===== src/hw/rtl/okv_pkg.sv =====
// Shared package for the ordered key/value table.
// Holds request and status codes, fixed field widths and the cell control struct.
// Has no dependencies.
package okv_pkg;

  localparam int ENTRIES_DEF    = 16;
  localparam int KEY_BITS_DEF   = 32;
  localparam int VALUE_BITS_DEF = 32;

  localparam int REQ_BITS    = 3;
  localparam int INDEX_BITS  = 4;
  localparam int STATUS_BITS = 2;

  typedef enum logic [REQ_BITS-1:0] {
    REQ_INSERT = 3'd0,
    REQ_UPDATE = 3'd1,
    REQ_UPSERT = 3'd2,
    REQ_ERASE  = 3'd3,
    REQ_LOOKUP = 3'd4,
    REQ_READ   = 3'd5
  } okv_req_t;

  typedef enum logic [STATUS_BITS-1:0] {
    ST_OK    = 2'd0,
    ST_KEY   = 2'd1,
    ST_FULL  = 2'd2,
    ST_RANGE = 2'd3
  } okv_status_t;

  typedef struct packed {
    logic upd;
    logic app;
    logic shift;
    logic use_idx;
  } okv_ctrl_t;

endpackage


===== src/hw/rtl/okv_cell.sv =====
// One storage cell of the ordered key/value table: a key/value pair at a fixed position.
// Compares against the broadcast key and takes data from its right-hand neighbor on erase.
// Depends on okv_pkg.
module okv_cell #(
  parameter int ENTRIES    = okv_pkg::ENTRIES_DEF,
  parameter int KEY_BITS   = okv_pkg::KEY_BITS_DEF,
  parameter int VALUE_BITS = okv_pkg::VALUE_BITS_DEF,
  parameter int POS        = 0
) (
  input  logic                           clk,
  input  okv_pkg::okv_ctrl_t             ctrl,
  input  logic [$clog2(ENTRIES)-1:0]     pos,
  input  logic [$clog2(ENTRIES+1)-1:0]   entry_count,
  input  logic [KEY_BITS-1:0]            key_in,
  input  logic [VALUE_BITS-1:0]          value_in,
  input  logic [KEY_BITS-1:0]            nb_key,
  input  logic [VALUE_BITS-1:0]          nb_value,
  output logic [KEY_BITS-1:0]            stored_key,
  output logic [VALUE_BITS-1:0]          stored_value,
  output logic                           hit,
  output logic                           pick
);
  import okv_pkg::*;

  localparam int PW = $clog2(ENTRIES);
  localparam int CW = $clog2(ENTRIES + 1);
  localparam logic [PW-1:0] POS_P = PW'(POS);
  localparam logic [CW-1:0] POS_C = CW'(POS);

  logic valid;

  assign valid = POS_C < entry_count;
  assign hit   = valid && (stored_key == key_in);
  assign pick  = ctrl.use_idx ? (POS_P == pos) : hit;

  always_ff @(posedge clk) begin
    if (ctrl.app && (POS_C == entry_count)) begin
      stored_key   <= key_in;
      stored_value <= value_in;
    end else if (ctrl.shift && (POS_P >= pos)) begin
      stored_key   <= nb_key;
      stored_value <= nb_value;
    end else if (ctrl.upd && hit) begin
      stored_value <= value_in;
    end
  end

endmodule


===== src/hw/rtl/ordered_key_value_table_top.sv =====
// Top level of the ordered key/value table: request register, row of cells, result register.
// Depends on okv_pkg and okv_cell.
// A request is held in the request register; its result is registered once the output
// is not stalled. No new request is taken while one is held; the cell row does one
// compare-and-write per request. Reset (synchronous, active high) empties the table and
// clears the request and result valid flags; no clearing pass is needed.
module ordered_key_value_table_top #(
  parameter int ENTRIES    = okv_pkg::ENTRIES_DEF,
  parameter int KEY_BITS   = okv_pkg::KEY_BITS_DEF,
  parameter int VALUE_BITS = okv_pkg::VALUE_BITS_DEF
) (
  input  logic                              clk,
  input  logic                              rst,
  input  logic                              in_valid,
  output logic                              in_stall,
  input  logic [okv_pkg::REQ_BITS-1:0]      req_type,
  input  logic [KEY_BITS-1:0]               key,
  input  logic [VALUE_BITS-1:0]             value,
  input  logic [okv_pkg::INDEX_BITS-1:0]    index,
  output logic                              out_valid,
  input  logic                              out_stall,
  output logic [okv_pkg::STATUS_BITS-1:0]   status,
  output logic [KEY_BITS-1:0]               key_out,
  output logic [VALUE_BITS-1:0]             value_out,
  output logic [$clog2(ENTRIES+1)-1:0]      count
);
  import okv_pkg::*;

  localparam int PW   = $clog2(ENTRIES);
  localparam int CW   = $clog2(ENTRIES + 1);
  localparam int CMPW = CW + INDEX_BITS;

  logic                   busy;
  logic [REQ_BITS-1:0]    r_type;
  logic [KEY_BITS-1:0]    r_key;
  logic [VALUE_BITS-1:0]  r_value;
  logic [INDEX_BITS-1:0]  r_index;
  logic [CW-1:0]          entry_count;
  logic [CW-1:0]          entry_count_next;

  logic [KEY_BITS-1:0]    cell_key   [ENTRIES];
  logic [VALUE_BITS-1:0]  cell_value [ENTRIES];
  logic [ENTRIES-1:0]     hit_vec;
  logic [ENTRIES-1:0]     pick_vec;

  okv_ctrl_t              ctrl;
  logic [PW-1:0]          hit_pos;
  logic [PW-1:0]          pos;
  logic                   fire;
  logic                   found;
  logic                   full;
  logic                   in_range;
  logic [KEY_BITS-1:0]    pick_key;
  logic [VALUE_BITS-1:0]  pick_value;
  okv_status_t            status_next;
  logic [KEY_BITS-1:0]    key_out_next;
  logic [VALUE_BITS-1:0]  value_out_next;

  assign in_stall = busy;
  assign fire     = busy && (!out_valid || !out_stall);
  assign found    = |hit_vec;
  assign full     = entry_count == CW'(ENTRIES);
  assign in_range = CMPW'(r_index) < CMPW'(entry_count);

  always_comb begin
    hit_pos    = '0;
    pick_key   = '0;
    pick_value = '0;
    for (int i = 0; i < ENTRIES; i++) begin
      hit_pos    = hit_pos | (hit_vec[i] ? PW'(i) : PW'(0));
      pick_key   = pick_key | (cell_key[i] & {KEY_BITS{pick_vec[i]}});
      pick_value = pick_value | (cell_value[i] & {VALUE_BITS{pick_vec[i]}});
    end
  end

  always_comb begin
    ctrl             = '0;
    pos              = hit_pos;
    status_next      = ST_OK;
    key_out_next     = '0;
    value_out_next   = '0;
    entry_count_next = entry_count;
    case (r_type)
      REQ_INSERT, REQ_UPSERT: begin
        if (found && (r_type == REQ_UPSERT)) begin
          ctrl.upd       = fire;
          key_out_next   = r_key;
          value_out_next = r_value;
        end else if (found) begin
          status_next    = ST_KEY;
          key_out_next   = pick_key;
          value_out_next = pick_value;
        end else if (full) begin
          status_next = ST_FULL;
        end else begin
          ctrl.app         = fire;
          key_out_next     = r_key;
          value_out_next   = r_value;
          entry_count_next = entry_count + CW'(1);
        end
      end
      REQ_UPDATE: begin
        if (found) begin
          ctrl.upd       = fire;
          key_out_next   = r_key;
          value_out_next = r_value;
        end else begin
          status_next = ST_KEY;
        end
      end
      REQ_ERASE: begin
        if (found) begin
          ctrl.shift       = fire;
          key_out_next     = pick_key;
          value_out_next   = pick_value;
          entry_count_next = entry_count - CW'(1);
        end else begin
          status_next = ST_KEY;
        end
      end
      REQ_LOOKUP: begin
        if (found) begin
          key_out_next   = pick_key;
          value_out_next = pick_value;
        end else begin
          status_next = ST_KEY;
        end
      end
      REQ_READ: begin
        ctrl.use_idx = 1'b1;
        pos          = PW'(r_index);
        if (in_range) begin
          key_out_next   = pick_key;
          value_out_next = pick_value;
        end else begin
          status_next = ST_RANGE;
        end
      end
      default: begin
        status_next = ST_OK;
      end
    endcase
  end

  for (genvar g = 0; g < ENTRIES; g++) begin : g_cell
    logic [KEY_BITS-1:0]   nb_key;
    logic [VALUE_BITS-1:0] nb_value;

    if (g == ENTRIES - 1) begin : g_last
      assign nb_key   = '0;
      assign nb_value = '0;
    end else begin : g_mid
      assign nb_key   = cell_key[g+1];
      assign nb_value = cell_value[g+1];
    end

    okv_cell #(
      .ENTRIES    (ENTRIES),
      .KEY_BITS   (KEY_BITS),
      .VALUE_BITS (VALUE_BITS),
      .POS        (g)
    ) u_cell (
      .clk          (clk),
      .ctrl         (ctrl),
      .pos          (pos),
      .entry_count  (entry_count),
      .key_in       (r_key),
      .value_in     (r_value),
      .nb_key       (nb_key),
      .nb_value     (nb_value),
      .stored_key   (cell_key[g]),
      .stored_value (cell_value[g]),
      .hit          (hit_vec[g]),
      .pick         (pick_vec[g])
    );
  end

  always_ff @(posedge clk) begin
    if (rst) begin
      busy        <= 1'b0;
      out_valid   <= 1'b0;
      entry_count <= '0;
    end else begin
      if (in_valid && !in_stall) begin
        busy    <= 1'b1;
        r_type  <= req_type;
        r_key   <= key;
        r_value <= value;
        r_index <= index;
      end else if (fire) begin
        busy <= 1'b0;
      end
      if (fire) begin
        out_valid   <= 1'b1;
        status      <= status_next;
        key_out     <= key_out_next;
        value_out   <= value_out_next;
        count       <= entry_count_next;
        entry_count <= entry_count_next;
      end else if (!out_stall) begin
        out_valid <= 1'b0;
      end
    end
  end

  a_count_bound: assert property (@(posedge clk) disable iff (rst)
    entry_count <= CW'(ENTRIES))
    else $error("Entry count exceeds table size.");

  a_unique_hit: assert property (@(posedge clk) disable iff (rst)
    busy |-> $onehot0(hit_vec))
    else $error("More than one cell matches the request key.");

  a_append_count: assert property (@(posedge clk) disable iff (rst)
    ctrl.app |=> entry_count == $past(entry_count) + CW'(1))
    else $error("Append did not advance the entry count.");

  a_erase_count: assert property (@(posedge clk) disable iff (rst)
    ctrl.shift |=> entry_count == $past(entry_count) - CW'(1))
    else $error("Erase did not reduce the entry count.");

endmodule

===== config.mk =====
export PLATFORM = sky130hd
export DESIGN_NAME = ordered_key_value_table_top
export DESIGN_NICKNAME = d
export VERILOG_FILES = /design/src/hw/rtl/okv_pkg.sv /design/src/hw/rtl/okv_cell.sv /design/src/hw/rtl/ordered_key_value_table_top.sv
export SDC_FILE = /design/constraint.sdc
export NUM_CORES = 2
export LEC_CHECK = 0
export ABC_AREA = 1
export BUFFER_PORTS_ARGS = -buffer_cell sky130_fd_sc_hd__buf_4
export CAP_MARGIN = 20
export CORE_ASPECT_RATIO = 0.5
export CORE_MARGIN = 10
export CORE_UTILIZATION = 35
export DETAILED_ROUTE_END_ITERATION = 8
export PLACE_DENSITY_LB_ADDON = 0.3
export SLEW_MARGIN = 30
export SYNTH_ARGS = -nofsm -noshare
export SYNTH_HDL_FRONTEND = slang
export SYNTH_HIERARCHICAL = 1
export SYNTH_SLANG_ARGS = --single-unit

===== constraint.sdc =====
create_clock -name clk -period 7.47 [get_ports clk]
set_input_delay 0.3735 -clock clk [delete_from_list [all_inputs] [get_ports clk]]
set_output_delay 0.3735 -clock clk [all_outputs]
set_load 0.005 [all_outputs]

==> out/qor.yml <==
status: "completed"
switching_power_mw: 3.76
synth_cells: 8375
post_drt_wl_per_cell_um: 30.3
maxSlewViolCount: 0
place.gp.congestion: 1.09
cts_tree: "yes"
sequentialPowerShare_pct: 49.8
core_um2: 201000
clkPwrFrac_pct: 43.5
peakVddDrop_v: 0.000222
grt.overflow.total: 0
dr.pass1.iters: 6
synth_top_cell_by_area: "edfxtp_1"
syn-cell-area_um2: 70900
syn_avg_cell_area_um2: 8.47
final_hold_viol_count: 0
ys_types: 66
fin_setup_tns_ns: 0
start_util_pct: 35.3
p_comb_share_pct: 6.7
grt_max_degree: 65
clkLatencyLatePin_ns: 0.83
num_io_pins: 148
drc: 0
reg2reg_from: "r_key[11]$_DFFE_PP_"
p_int_mw: 11.0
clockBufferDepth: 3
antenna_found_initial: 14
post-cts-setup-buffer-count: 0
synth_top_area_share_pct: 49.4
vias: 65100
yosysSeqAreaShare_pct: 49.6
clk_pin_slew_ns: 0.08
numClockSinks: 1173
ant_nets: 0
finalClockSkew_ns: 0.0679
p_per_area_nw_per_um2: 183
area_delta_synth_final_pct: 13.8
design.die.area_um2: 222000
p_leak_nw: 36.1
hp-class: "input port to flop"
cts_max_level: 3
placement.cell_area_um2: 75900
fin_area_um2: 80700
die_y_um: 338
cts-root-buf: "clkbuf_16"
final_common_cell: "nand2_1"
chipWidth_um: 657
io_buffers: 147
synth-edff-count: 1166
yosysWarnings: 6
fmaxAchievable_ghz: 0.144
grt_use_total_pct: 29.7
worstPathRequired_ns: 8.04
initialDrtViolationCount: 11300
period_share_pct: 93.1
grt_first_pass_wirelength_um: 474000
vias_per_cell: 5.66
cp_max_fo: 46
cts_buffers: 120
tightest_slew_ns: 1.12
sw_frac_of_total_pct: 25.5
ys_ff_latch: 1173
synth.area.top_cells: "edfxtp_1 (49%), nand2_1 (18%), mux2_4 (6.4%)"
dp_hpwl_um: 242000
post_cts_resized: 0
mostFrequentLayoutCells: "nand2_1 (3355), edfxtp_1 (1166), inv_1 (962), nor2_1 (534), o21ai_0 (444)"
crit_arrival_ns: 7.53
critPathLaunchType: "flop"
max_cap_viol_count: 0
fin_crit_ns: 6.96
critPathKind: "flop to flop"
end_kind: "flop"
rsz0062_at_grt: "false"
grt_pass1_vias: 59300
async_flop_share_pct: 0
post_route_cells_drive_above_1_share_pct: 12.6
setup_viol: 0
hold_start: "in_valid"
slew_headroom_pct: 25.5
nets: 8744
wl_um: 348000
synth_flop_cell: "edfxtp_1"
crit_path_start: "r_key[11]$_DFFE_PP_"
row_count: 116
==> metal layers <==
layer  global-route usage (%)  wire length (um)  vias to the layer above
met1                     41.0            138000                    31600
met2                     42.5            142000                     4715
met5                        0                61                        -
li1                         -                 -                    27900
met4                     14.0             19500                       10
met3                     8.68             48600                      789
==> worst paths after layout <==
path | end | slack (ns) | depth (start not counted)
worst min-delay path | r_key[14]$_DFFE_PP_ | 0.1 | 3
worst max-delay path | key_out[8]$_DFFE_PP_ | 0.51 | 18
worst min register to register | g_cell[6].u_cell/stored_value[3]$_DFFE_PP_ | 0.53 | 2
worst max register to register | key_out[8]$_DFFE_PP_ | 0.51 | 18
==> flip-flops by register name, indices dropped and copies added (netlist names), 3 cells and up <==
signal,count
entry_count,5
r_value,32
r_index,4
value_out,32
count,5
r_key,32
g_cell.u_cell/stored_value,512
r_type,3
key_out,32
g_cell.u_cell/stored_key,512
==> critical path, stage by stage (launching register included) <==
cell and delay, ns:
edfxtp_1 0.95, buf_4 0.50, xor2_1 0.26, nor3b_1 0.25
nand3_1 0.09, nor2_1 0.60, nor4_1 0.25, a31oi_2 0.76
buf_4 0.30, inv_1 0.06, nand4_1 0.13, nand2_4 0.61
buf_4 0.47, nand2_1 0.09, nand3_1 0.19, a211oi_1 0.81
nand3_1 0.16, nand2_1 0.11, nand2_1 0.06
==> cells by family (layout without fill, tap and decap cells) <==
group,after synthesis,count (layout),synth area share [%]
buf+inv,1289,1621,7.92
other cells,1,69,0.00529
simple gates,4651,4651,27.2
xor+xnor,150,150,1.85
compound gates,778,778,6.56
flops,1173,1173,49.6
mux,328,328,6.82
fa+ha+maj,5,5,0.0882
==> Yosys cell counts (6+ instances only) <==
| master | count |
|---|---|
| buf_12 | 21 |
| nand3_2 | 6 |
| or2_2 | 25 |
| and2_1 | 6 |
| nor3_1 | 69 |
| buf_4 | 14 |
| nor2_2 | 15 |
| a221oi_1 | 51 |
| nand3_4 | 9 |
| buf_1 | 45 |
| nand4_1 | 214 |
| nand3_1 | 265 |
| xnor2_1 | 102 |
| xor2_1 | 48 |
| nor2_4 | 12 |
| nor2_1 | 538 |
| a22o_1 | 67 |
| nand2_4 | 9 |
| a211oi_1 | 10 |
| mux2_2 | 24 |
| inv_2 | 17 |
| o21ai_0 | 445 |
| nor3b_1 | 20 |
| a21oi_1 | 39 |
| clkbuf_1 | 132 |
| dfxtp_1 | 7 |
| buf_6 | 33 |
| o21ai_2 | 60 |
| buf_2 | 50 |
| nand2_2 | 34 |
| nand3b_1 | 13 |
| o21ai_1 | 86 |
| edfxtp_1 | 1166 |
| inv_1 | 963 |
| mux2_4 | 304 |
| nand2_1 | 3389 |
==> timing repair <==
item                                    4_1_cts  5_1_grt
hold endpoints to repair                     78        0
hold buffers                                 75        0
endpoints found under the setup margin        0        0
==> power by group through the flow <==
stage               sequential (mW)  clock [mW]  combinational (mW)
floorplan                      7.48           0               0.481
global placement               7.50           0               0.905
detailed placement             7.50           0               0.914
CTS                            7.35        6.46               0.951
global route                   7.35        6.69                1.04
finish                         7.36        6.42               0.983
==> through the flow <==
stage / hold slack, ns / power [mW] / cells / setup slack (ns) / utilization (%)
floorplan: 0.470 / 7.97 / 8438 / 1.34 / -
global placement: 0.477 / 8.40 / 11200 / 1.05 / 37.8
detailed placement: 0.482 / 8.41 / 11200 / 0.953 / 37.8
CTS: 0.0746 / 14.8 / 11500 / 0.942 / 40.2
global route: 0.108 / 15.1 / 11500 / 0.748 / 40.2
finish: 0.0998 / 14.8 / 11500 / 0.512 / 40.2
==> cell type report <==
class / count / area [um2]
diodes: 5 / 12.5
flip-flops and latches: 1173 / 35200
clock buffers: 138 / 3090
inverters: 985 / 3710
fillers: 20200 / 120000
clock inverters: 90 / 913
repair buffers: 408 / 3780
well taps: 2714 / 3400
multi-input cells: 5976 / 30600
(Power assumes the default switching activity.)
